[config.mk]
export PLATFORM = sky130hd
export DESIGN_NAME = q2e_cordic_cell
export DESIGN_NICKNAME = d
export VERILOG_FILES = /design/src/rtl/q2e_pkg.sv /design/src/rtl/q2e_cordic_cell.sv
export SDC_FILE = /design/constraint.sdc
export NUM_CORES = 1
export LEC_CHECK = 0
export BUFFER_PORTS_ARGS = -buffer_cell sky130_fd_sc_hd__buf_4
export CORE_AREA = 2 2 258 260
export DETAILED_ROUTE_END_ITERATION = 8
export DIE_AREA = 0 0 260 262
export PLACE_DENSITY = 0.75
export SKIP_LAST_GASP = 1
export SYNTH_ARGS = -nofsm -noshare
export SYNTH_HDL_FRONTEND = slang
export SYNTH_SLANG_ARGS = --single-unit
[constraint.sdc]
create_clock -name clock -period 23.6 [get_ports clock]
set_clock_uncertainty 0.2 [all_clocks]
set_input_delay 1.18 -clock clock [delete_from_list [all_inputs] [get_ports clock]]
set_output_delay 1.18 -clock clock [all_outputs]
set_load 0.02 [all_outputs]
[src/rtl/q2e_pkg.sv]
`default_nettype none
package q2e_pkg;

   localparam int QuatW     = 16;
   localparam int SumW      = 34;
   localparam int LaneW     = 37;
   localparam int AngW      = 35;
   localparam int SqNW      = 58;
   localparam int SqRemW    = 32;
   localparam int SqRootW   = 29;
   localparam int SqrtSteps = 29;
   localparam int MagW      = 28;
   localparam int AtanEntries = 20;
   localparam int RollW     = 15;
   localparam int PitchW    = 14;
   localparam int OutW      = 16;

   localparam logic signed [AngW-1:0] PiS30   = 35'sd3373259426;
   localparam logic signed [SumW-1:0] OneS28  = 34'sd268435456;
   localparam logic signed [OutW-1:0] AngleMax = 16'sd12868;
   localparam logic signed [OutW-1:0] HalfPiQ12 = 16'sd6434;

   typedef struct packed {
      logic signed [LaneW-1:0] x;
      logic signed [LaneW-1:0] y;
      logic signed [AngW-1:0]  z;
   } q2e_lane_type;

   typedef struct packed {
      logic                   valid;
      logic signed [SumW-1:0] sr;
      logic signed [SumW-1:0] cr;
      logic signed [SumW-1:0] sp;
      logic signed [SumW-1:0] sy;
      logic signed [SumW-1:0] cy;
      logic                   clamped;
      logic [SqNW-1:0]        n;
      logic [SqRemW-1:0]      rem;
      logic [SqRootW-1:0]     root;
   } q2e_sq_type;

   typedef struct packed {
      logic         valid;
      q2e_lane_type roll;
      q2e_lane_type pitch;
      q2e_lane_type yaw;
      logic         roll_zero;
      logic         yaw_zero;
      logic         clamped;
      logic         pitch_neg;
   } q2e_cd_type;

   function automatic logic signed [AngW-1:0] q2e_atan(input int idx);
      logic signed [AngW-1:0] r;
      case (idx)
         0:  r = 35'sd843314856;
         1:  r = 35'sd497837829;
         2:  r = 35'sd263043836;
         3:  r = 35'sd133525158;
         4:  r = 35'sd67021686;
         5:  r = 35'sd33543515;
         6:  r = 35'sd16775850;
         7:  r = 35'sd8388437;
         8:  r = 35'sd4194282;
         9:  r = 35'sd2097149;
         10: r = 35'sd1048575;
         11: r = 35'sd524287;
         12: r = 35'sd262143;
         13: r = 35'sd131071;
         14: r = 35'sd65535;
         15: r = 35'sd32767;
         16: r = 35'sd16383;
         17: r = 35'sd8191;
         18: r = 35'sd4095;
         19: r = 35'sd2047;
         default: r = '0;
      endcase
      return r;
   endfunction

   // fold the left half-plane onto the right one
   function automatic q2e_lane_type q2e_prerotate(input logic signed [SumW-1:0] y,
                                                  input logic signed [SumW-1:0] x);
      q2e_lane_type l;
      logic signed [LaneW-1:0] xe;
      logic signed [LaneW-1:0] ye;
      xe = LaneW'(x);
      ye = LaneW'(y);
      if (x < 0) begin
         l.x = -xe;
         l.y = -ye;
         l.z = (y >= 0) ? PiS30 : -PiS30;
      end else begin
         l.x = xe;
         l.y = ye;
         l.z = '0;
      end
      return l;
   endfunction

   function automatic q2e_lane_type q2e_micro(input q2e_lane_type l, input int stage);
      q2e_lane_type r;
      logic signed [LaneW-1:0] x;
      logic signed [LaneW-1:0] y;
      logic signed [LaneW-1:0] xs;
      logic signed [LaneW-1:0] ys;
      x  = l.x;
      y  = l.y;
      xs = x >>> stage;
      ys = y >>> stage;
      if (y >= 0) begin
         r.x = x + ys;
         r.y = y - xs;
         r.z = l.z + q2e_atan(stage);
      end else begin
         r.x = x - ys;
         r.y = y + xs;
         r.z = l.z - q2e_atan(stage);
      end
      return r;
   endfunction

   // round half up to Q3.12, then saturate to +/-lim
   function automatic logic signed [OutW-1:0] q2e_round(input logic signed [AngW-1:0] z,
                                                        input logic signed [OutW-1:0] lim);
      logic signed [AngW-1:0] t;
      logic signed [AngW-19:0] a;
      logic signed [AngW-19:0] le;
      t  = z + AngW'(1 << 17);
      a  = t[AngW-1:18];
      le = (AngW-18)'(lim);
      if (a > le) a = le;
      if (a < -le) a = -le;
      return OutW'(a);
   endfunction

endpackage
`default_nettype wire

[src/rtl/q2e_cordic_cell.sv]
`default_nettype none
module q2e_cordic_cell import q2e_pkg::*; #(
   parameter int STAGE = 0
) (
   input  logic       clock,
   input  logic       reset,
   input  logic       advance,
   input  q2e_cd_type cd_in,
   output q2e_cd_type cd_out
);

   q2e_cd_type cell_in;
   q2e_cd_type cell_ff;

   // one micro-rotation on each of the three lanes
   always_comb begin
      cell_in       = cd_in;
      cell_in.roll  = q2e_micro(cd_in.roll, STAGE);
      cell_in.pitch = q2e_micro(cd_in.pitch, STAGE);
      cell_in.yaw   = q2e_micro(cd_in.yaw, STAGE);
   end

   always_ff @(posedge clock) begin
      if (reset) begin
         cell_ff.valid <= 1'b0;
      end else if (advance) begin
         cell_ff <= cell_in;
      end
   end

   assign cd_out = cell_ff;

endmodule
`default_nettype wire

==> metrics <==
commonest non-fill, non-tap cell in the layout buf_4; most frequent cells in the layout buf_4 (677), a21oi_1 (487), ha_1 (414); CP arrival 4.81 ns; antenna viol nets, final 0; Max Clock Freq 214 MHz; first-pass GRT wire length 176000 um; endpoint class of the critical path flip-flop; Final setup viols 0; CP Max Fanout 63; synthesized area 33200 um2; latest clock arrival within the worst-skew pair 0.56 ns; DR WL/cell 22.1 um; Final Hold Vio Count 0; TNS Setup 0 ns; Worst setup SP type input port; synth unique cells 86; detailed-placement wirelength estimate 93800 um; Avg Synthesized Cell Area 8.55 um2; largest net degree at the start of global routing 103; total gr overflow 0; Clock Path Buffers 3; DRT iter0 DRCs 3281; number of buffers created by CTS 41; vias in the first global route 30477; MaxCap Viol Count 0; synth top area cells edfxtp_1 (30%), ha_1 (16%), a21oi_1 (7.3%); post-synth top area cell edfxtp_1; die width 260 um; Via density 5.99; max-slew violations 0; gpl congestion 0.982; outcome complete, no violations; Cells after Synth 3889; crit path kind input port to flip-flop; setup slack, reg-to-reg 22.77 ns; row count 94; H-tree lvl count 2; Area Overhead vs Synth 20.9%; Synth Register Bits 329; # fillers 5789; Die Area 68100 um2; max reg flops 329; Final Power 2380 uW; DRC Markers 0; TritonRoute pass-1 iters 7; EDFF count, synth 328; CTS tree done; via count 32116; RSZ-0062 raised after global routing no; Seq/Total Area, Yosys 29.7%; CTS clock-pin slew for the worst setup and hold paths 0.06 ns; final WL 119000 um; port bufs 666; async set or reset register ratio after synthesis 0%; All-Layer GR Usage 33.1%; Synth Net Count 4650; post-synth top area share 29.6%; Root Driver clkbuf_16; fin crit share 19.8%; layout cells sized above 1 17.6%; worst-margin pin slew 1.11 ns; min cycle time layout 4.68 ns; Initial Utilization 50.9%; WP data required 23.73 ns; post_cts resized 0; Leakage 0.0179 uW; antenna violations before repair 25; Boundary Pins 667; register area 9870 um2; CTS sink cnt 329; Die H 262 um; Top FF cell, synth edfxtp_1; area of the multi-input gates 21400 um2; Worst slew margin 25.9%; cts hold-fix bufs 0; Hold WC Path Type flip-flop to flip-flop; post-CTS setup buffers 0; # nets final 5212; Core Box Area 65300 um2; VDD IR max 0.0476 mV; Power Dens Cells 59.1 nW/um2; YS warnings 0
routing by layer:
layer	vias to the layer above	share of wire, %	global-route usage, %
li1	15173	-	-
met2	1416	47	55.8
met4	14	4.6	14.4
met1	15228	40	41.1
met5	-	0.079	0
met3	285	8.0	6.82
power by group:
part           internal [uW]  leakage, uW  switching, uW
logic                    366       0.0141            571
registers                744      0.00309           24.5
clock network            404     0.000671            268
metrics by stage:
step                      area, um2  util, %  worst slack (ns)  hold slack [ns]  std cells
final                         40200     61.6             18.92            0.364       5364
after global routing          40200     61.6             18.56            0.402       5358
after CTS                     40200     61.5             18.95            0.365       5344
after detailed placement      38800     59.4             18.37            0.357       5272
after global placement        38800     59.4             18.43            0.305       5272
after floorplan               33200        -              6.66            0.379       3889
Yosys cell counts, types with 15 or more instances:
cell,instances
a21o_1,137
nand3_1,58
nand2_1,171
buf_1,27
nand2b_1,40
nand4_1,48
or2_2,16
clkbuf_1,110
a21oi_1,487
edfxtp_1,328
a21boi_0,19
inv_1,355
nor3_1,76
a31oi_1,33
nor2_1,350
o31a_1,15
ha_1,414
xor2_1,41
and3_1,17
o21a_1,37
o21ai_0,244
buf_2,16
o31ai_1,33
nor4_1,31
nor2b_1,58
o21bai_1,90
o211ai_1,36
mux2i_1,53
a211oi_1,31
or3_1,20
xnor2_1,253
kinds of logic (layout without fill, tap and decap cells):
kind of cell | count (synthesis) | count (layout) | share of synthesized area [%]
AO/OA/AOI/OAI | 1328 | 1328 | 25.3
AND/OR/NAND/NOR | 932 | 932 | 13.3
buffers and inverters | 527 | 1118 | 6.08
adder cells (fa/ha/maj) | 426 | 426 | 16.3
flip-flops | 329 | 329 | 29.7
XOR/XNOR | 294 | 294 | 7.74
multiplexers | 53 | 53 | 1.60
other | 0 | 20 | 0
layout make-up:
cell class                 instances  share of cell area (%)
tap                              864                    2.69
timing repair buffer             677                    12.6
clock buffer                      53                    2.74
inverter                         369                    3.45
multi-input combinational       3033                    53.1
clock inverter                    19                   0.672
sequential                       329                    24.5
antenna                           20                   0.124
critical path: stages:
cell       delay, ns
buf_4           0.50
inv_2           0.04
buf_4           0.35
ha_1            0.51
nand4_1         0.19
or2_2           0.36
a2111oi_0       0.41
o21ai_0         0.18
a31oi_1         0.29
a21o_1          0.16
a21oi_1         0.09
o31ai_1         0.37
xnor2_1         0.10
worst paths after layout:
| kind | from | cells after the start | endpoint |
|---|---|---|---|
| min | cd_out[331]$_SDFFE_PP0P_ | 2 | cd_out[331]$_SDFFE_PP0P_ |
| min reg2reg | cd_out[331]$_SDFFE_PP0P_ | 2 | cd_out[331]$_SDFFE_PP0P_ |
| max | cd_in[75] | 13 | cd_out[38]$_DFFE_PP_ |
| max reg2reg | cd_out[331]$_SDFFE_PP0P_ | 2 | cd_out[331]$_SDFFE_PP0P_ |
(Power assumes the default switching activity.)
