$ cat config.mk
export PLATFORM = sky130hd
export DESIGN_NAME = q2e_sqrt_cell
export DESIGN_NICKNAME = d
export VERILOG_FILES = /design/src/rtl/q2e_pkg.sv /design/src/rtl/q2e_sqrt_cell.sv
export SDC_FILE = /design/constraint.sdc
export NUM_CORES = 1
export LEC_CHECK = 0
export BUFFER_PORTS_ARGS = -buffer_cell sky130_fd_sc_hd__buf_2
export CELL_PAD_IN_SITES_DETAIL_PLACEMENT = 0
export CELL_PAD_IN_SITES_GLOBAL_PLACEMENT = 1
export CORE_AREA = 2 2 225 227
export CTS_CLUSTER_SIZE = 16
export DETAILED_ROUTE_END_ITERATION = 6
export DIE_AREA = 0 0 227 229
export GPL_TIMING_DRIVEN = 0
export PLACE_DENSITY = 0.68
export SLEW_MARGIN = 10
export SYNTH_ARGS = -nofsm -noshare
export SYNTH_HDL_FRONTEND = slang
export SYNTH_SLANG_ARGS = --single-unit
$ cat constraint.sdc
create_clock -name clock -period 16.2 [get_ports clock]
set_clock_uncertainty 0.05 [all_clocks]
set_input_delay 2.43 -clock clock [delete_from_list [all_inputs] [get_ports clock]]
set_output_delay 2.43 -clock clock [all_outputs]
set_load 0.03 [all_outputs]
$ cat src/rtl/q2e_pkg.sv
`default_nettype none
package q2e_pkg;

   localparam int QuatW     = 16;
   localparam int SumW      = 34;
   localparam int LaneW     = 37;
   localparam int AngW      = 35;
   localparam int SqNW      = 58;
   localparam int SqRemW    = 32;
   localparam int SqRootW   = 29;
   localparam int SqrtSteps = 29;
   localparam int MagW      = 28;
   localparam int AtanEntries = 20;
   localparam int RollW     = 15;
   localparam int PitchW    = 14;
   localparam int OutW      = 16;

   localparam logic signed [AngW-1:0] PiS30   = 35'sd3373259426;
   localparam logic signed [SumW-1:0] OneS28  = 34'sd268435456;
   localparam logic signed [OutW-1:0] AngleMax = 16'sd12868;
   localparam logic signed [OutW-1:0] HalfPiQ12 = 16'sd6434;

   typedef struct packed {
      logic signed [LaneW-1:0] x;
      logic signed [LaneW-1:0] y;
      logic signed [AngW-1:0]  z;
   } q2e_lane_type;

   typedef struct packed {
      logic                   valid;
      logic signed [SumW-1:0] sr;
      logic signed [SumW-1:0] cr;
      logic signed [SumW-1:0] sp;
      logic signed [SumW-1:0] sy;
      logic signed [SumW-1:0] cy;
      logic                   clamped;
      logic [SqNW-1:0]        n;
      logic [SqRemW-1:0]      rem;
      logic [SqRootW-1:0]     root;
   } q2e_sq_type;

   typedef struct packed {
      logic         valid;
      q2e_lane_type roll;
      q2e_lane_type pitch;
      q2e_lane_type yaw;
      logic         roll_zero;
      logic         yaw_zero;
      logic         clamped;
      logic         pitch_neg;
   } q2e_cd_type;

   function automatic logic signed [AngW-1:0] q2e_atan(input int idx);
      logic signed [AngW-1:0] r;
      case (idx)
         0:  r = 35'sd843314856;
         1:  r = 35'sd497837829;
         2:  r = 35'sd263043836;
         3:  r = 35'sd133525158;
         4:  r = 35'sd67021686;
         5:  r = 35'sd33543515;
         6:  r = 35'sd16775850;
         7:  r = 35'sd8388437;
         8:  r = 35'sd4194282;
         9:  r = 35'sd2097149;
         10: r = 35'sd1048575;
         11: r = 35'sd524287;
         12: r = 35'sd262143;
         13: r = 35'sd131071;
         14: r = 35'sd65535;
         15: r = 35'sd32767;
         16: r = 35'sd16383;
         17: r = 35'sd8191;
         18: r = 35'sd4095;
         19: r = 35'sd2047;
         default: r = '0;
      endcase
      return r;
   endfunction

   // fold the left half-plane onto the right one
   function automatic q2e_lane_type q2e_prerotate(input logic signed [SumW-1:0] y,
                                                  input logic signed [SumW-1:0] x);
      q2e_lane_type l;
      logic signed [LaneW-1:0] xe;
      logic signed [LaneW-1:0] ye;
      xe = LaneW'(x);
      ye = LaneW'(y);
      if (x < 0) begin
         l.x = -xe;
         l.y = -ye;
         l.z = (y >= 0) ? PiS30 : -PiS30;
      end else begin
         l.x = xe;
         l.y = ye;
         l.z = '0;
      end
      return l;
   endfunction

   function automatic q2e_lane_type q2e_micro(input q2e_lane_type l, input int stage);
      q2e_lane_type r;
      logic signed [LaneW-1:0] x;
      logic signed [LaneW-1:0] y;
      logic signed [LaneW-1:0] xs;
      logic signed [LaneW-1:0] ys;
      x  = l.x;
      y  = l.y;
      xs = x >>> stage;
      ys = y >>> stage;
      if (y >= 0) begin
         r.x = x + ys;
         r.y = y - xs;
         r.z = l.z + q2e_atan(stage);
      end else begin
         r.x = x - ys;
         r.y = y + xs;
         r.z = l.z - q2e_atan(stage);
      end
      return r;
   endfunction

   // round half up to Q3.12, then saturate to +/-lim
   function automatic logic signed [OutW-1:0] q2e_round(input logic signed [AngW-1:0] z,
                                                        input logic signed [OutW-1:0] lim);
      logic signed [AngW-1:0] t;
      logic signed [AngW-19:0] a;
      logic signed [AngW-19:0] le;
      t  = z + AngW'(1 << 17);
      a  = t[AngW-1:18];
      le = (AngW-18)'(lim);
      if (a > le) a = le;
      if (a < -le) a = -le;
      return OutW'(a);
   endfunction

endpackage
`default_nettype wire

$ cat src/rtl/q2e_sqrt_cell.sv
`default_nettype none
module q2e_sqrt_cell import q2e_pkg::*; (
   input  logic       clock,
   input  logic       reset,
   input  logic       advance,
   input  q2e_sq_type sq_in,
   output q2e_sq_type sq_out
);

   q2e_sq_type         cell_in;
   q2e_sq_type         cell_ff;
   logic [SqRemW-1:0]  r2;
   logic [SqRemW-1:0]  trial;

   // one root bit per cell: bring down two operand bits, try to subtract
   always_comb begin
      cell_in = sq_in;
      r2      = {sq_in.rem[SqRemW-3:0], sq_in.n[SqNW-1 -: 2]};
      trial   = SqRemW'({sq_in.root, 2'b01});
      cell_in.n = {sq_in.n[SqNW-3:0], 2'b00};
      if (r2 >= trial) begin
         cell_in.rem  = r2 - trial;
         cell_in.root = {sq_in.root[SqRootW-2:0], 1'b1};
      end else begin
         cell_in.rem  = r2;
         cell_in.root = {sq_in.root[SqRootW-2:0], 1'b0};
      end
   end

   always_ff @(posedge clock) begin
      if (reset) begin
         cell_ff.valid <= 1'b0;
      end else if (advance) begin
         cell_ff <= cell_in;
      end
   end

   assign sq_out = cell_ff;

endmodule
`default_nettype wire

==> impl_table.tex <==
\begin{tabular}{lr}
\hline
Metric & Value \\
\hline
\multicolumn{2}{l}{\textbf{Yosys}} \\
Mux contribution to synthesized area & 0.842\% \\
Complex-gate fraction of the synthesized area & 7.38\% \\
Adder-cell share of the synthesized area & 3.53\% \\
Leading register cell type out of synthesis & edfxtp\_1 \\
Largest cells by area after synthesis & edfxtp\_1 (79\%), ha\_1 (3.5\%), a21oi\_1 (2.6\%) \\
Most repeated cell in the gate-level netlist after synthesis & edfxtp\_1 \\
Proportion of synthesized chip area in sequential cells & 78.8\% \\
Synthesized flop and latch total & 289 \\
Largest family of logic cells by synthesized area & compound AO/OA/AOI/OAI gates \\
Async SR Flop Fraction & 0\% \\
Xor/xnor share of the synthesized area & 1.83\% \\
Synthesized area divided by synthesized cell count & 16.6 µm² \\
Cell taking the most area after synthesis & edfxtp\_1 \\
Area share of the largest cell type after synthesis & 78.6\% \\
Post-synth cell types & 54 \\
Simple-gate area share of the yosys netlist & 5.11\% \\
Number of enable-type register cells in the synthesized netlist & 288 \\
List of most frequent post-synthesis cells & edfxtp\_1 (288), a21oi\_1 (57), nor2\_1 (42) \\
Warnings from Yosys & 0 \\
Combined area of all synthesized cells & 0.0110 mm² \\
Synth Instances & 662 \\
\multicolumn{2}{l}{\textbf{STA}} \\
Sum Neg Setup Slack & 0 ps \\
Max Freq & 0.191 GHz \\
Final worst-path setup slack & 10970 ps \\
Slew Viols, Final & 0 \\
Worst slew margin relative to its limit & 58.3\% \\
Final setup viols & 0 \\
Unrepaired setup endpoints after global routing & false \\
Hold Violations, Final & 0 \\
Ratio of final minimum period to clock period & 32.3\% \\
Minimum clock period & 5230 ps \\
Worst-Margin Slew & 622 ps \\
\multicolumn{2}{l}{\textbf{GRT}} \\
Gr usage total & 16.6\% \\
Wire length of the first global-routing pass & 60.7 mm \\
Number of antenna violations at the first check in global routing & 30 \\
Maximum number of pins on one net before global-route repair & 36 \\
Number of global-route vias before repair & 8373 \\
Total congestion overflow after global routing & 0 \\
\multicolumn{2}{l}{\textbf{Die}} \\
Placement Rows & 82 \\
Core area & 0.0497 mm² \\
Die outline area & 0.0520 mm² \\
Horizontal die dimension & 227 µm \\
Starting density of the core & 22.2\% \\
Count of boundary I/O pins & 585 \\
Chip height & 229 µm \\
\multicolumn{2}{l}{\textbf{CTS}} \\
Clock Pin Slew Worst Setup and Hold Paths & 60 ps \\
Clock Tree Root & clkbuf\_16 \\
Worst-case clock buffer depth & 3 \\
Number of clock sinks seen by CTS & 289 \\
TritonCTS buffer count & 36 \\
Count of hold-fix buffers inserted at cts & 0 \\
Clock tree from TritonCTS & done \\
Post-CTS Setup Repair Bufs & 0 \\
Post-CTS resize count & 0 \\
H-tree Lvls & 2 \\
Clk\_lat worst skew & 550 ps \\
\multicolumn{2}{l}{\textbf{Detailed routing}} \\
Pre-antenna DRT Iters & 4 \\
Residual DRC count & 0 \\
Remaining number of nets flagged by the antenna check after routing & 0 \\
DRC violation total after the first TritonRoute iteration & 359 \\
Number of vias per cell & 4.14 \\
Via count & 8296 \\
Drt wl/cell & 22.6 µm \\
Overall routed net length & 45.3 mm \\
\multicolumn{2}{l}{\textbf{Worst setup path}} \\
Path type of the worst setup path & input pin to flop \\
Required time of the worst setup path & 16440 ps \\
Element type at the critical path start & input pin \\
Critical Path Sink Type & flop \\
Critical R2R Launch & sq\_out[290]\$\_SDFFE\_PP0P\_ \\
Peak fanout along the critical path & 10 \\
FF-to-FF setup slack & 15540 ps \\
Cells on worst reg2reg path & 2 \\
Worst reg2reg endpoint & sq\_out[290]\$\_SDFFE\_PP0P\_ \\
Critical path arrival & 5460 ps \\
\multicolumn{2}{l}{\textbf{Layout}} \\
Final standard cell area without fillers & 0.0161 mm² \\
Layout overhead on the synthesized area & 46.6\% \\
Count of fill cells added during filler insertion & 5076 \\
Number of nets in the layout & 1617 \\
Max FFs per register & 289 \\
Sequential cell area & 0.00867 mm² \\
Multi-input logic area & 0.00207 mm² \\
Fraction of layout cells with a size suffix above 1 & 50.5\% \\
\multicolumn{2}{l}{\textbf{Min path}} \\
HP Class & flop to flop \\
End point of the worst hold path & sq\_out[290]\$\_SDFFE\_PP0P\_ \\
Min-Delay Path Depth & 2 \\
Origin of the worst min-delay path & sq\_out[290]\$\_SDFFE\_PP0P\_ \\
\multicolumn{2}{l}{\textbf{Power and ir drop}} \\
Power Dens Cells & 123 mW/mm² \\
Worst supply voltage drop on vdd & 0.0000703 V \\
Static leakage & 6.80 nW \\
\multicolumn{2}{l}{\textbf{Placed design}} \\
Number of I/O port buffers & 580 \\
Routability cong. & 0.890 \\
Detailed Place HPWL & 36.9 mm \\
Setup slack at placement & 10470 ps \\
Total cell area at the placement stage & 0.0150 mm² \\
\multicolumn{2}{l}{\textbf{Run}} \\
Max-cap violations & 0 \\
\multicolumn{2}{l}{\textbf{Run status}} \\
Outcome & complete, no violations \\
\hline
\end{tabular}
==> metrics by stage <==
step	instances	util (%)	hold slack [ps]	total power (W)
floorplan	663	-	580	0.00113
global placement	1915	29.7	488	0.00127
detailed placement	1926	30.2	485	0.00126
CTS	1990	32.4	498	0.00202
global route	1995	32.4	527	0.00207
finish	2004	32.5	501	0.00199
==> cell type report <==
cell class	instances	share of cell area, %
Sequential cell	289	53.8
Timing Repair Buffer	591	19.5
Multi-Input combinational cell	313	12.8
Clock buffer	47	5.97
Tap cell	672	5.21
Inverter	39	0.923
Clock inverter	17	0.792
Buffer	22	0.768
Antenna cell	14	0.217
==> worst max path at each step <==
stage	from	endpoint	slack (ps)	depth (start not counted)
final	sq_in[8]	sq_out[60]$_DFFE_PP_	10970	12
after global routing	sq_in[7]	sq_out[59]$_DFFE_PP_	10890	12
after CTS	sq_in[8]	sq_out[60]$_DFFE_PP_	11050	12
after detailed placement	sq_in[8]	sq_out[60]$_DFFE_PP_	10470	12
after global placement	advance	sq_out[212]$_DFFE_PP_	-5680	2
after floorplan	reset	sq_out[0]$_DFFE_PP_	9	1
==> worst max-delay path, stage by stage <==
cell and delay [ps]:
buf_2 90, inv_1 40, ha_1 310, clkbuf_1 300, nand4_1 190, o221a_2 270, o31a_1 140, nor3_1 520
a21oi_1 280, a31o_2 320, o21ai_0 210, mux2_2 360
==> cells in the final DEF, fill, tap and decap left out, drive strengths merged, types with 8 or more instances in the layout <==
cell type	n
a21o	17
a21oi	57
buf	600
clkbuf	60
clkinv	8
diode	14
edfxtp	288
ha	31
inv	41
nand2	32
nand3	8
nor2	42
o21ai	21
xnor2	12
xor2	11
==> per-layer routing <==
layer	track usage (%)	vias to the layer above	wire, µm
li1	-	3793	-
met1	16.8	4016	15700
met2	29.3	352	22900
met3	7.39	105	4650
met4	7.31	30	1860
met5	0	-	191
==> power breakdown <==
group,internal [W],switching [W],total (W)
Sequential,0.000886,0.0000133,0.000899
Combinational,0.000107,0.000229,0.000336
Clock,0.000424,0.000328,0.000752
Total,0.00142,0.000570,0.00199
==> kinds of logic (layout without fill, tap and decap cells) <==
logic type / count (synthesis) / after routing
mux: 7 / 7
simple gates: 119 / 119
other cells: 1 / 16
fa+ha+maj: 31 / 31
compound gates: 131 / 131
buf+inv: 61 / 716
flops: 289 / 289
xor+xnor: 23 / 23
Power figures use the tool's default switching activity.
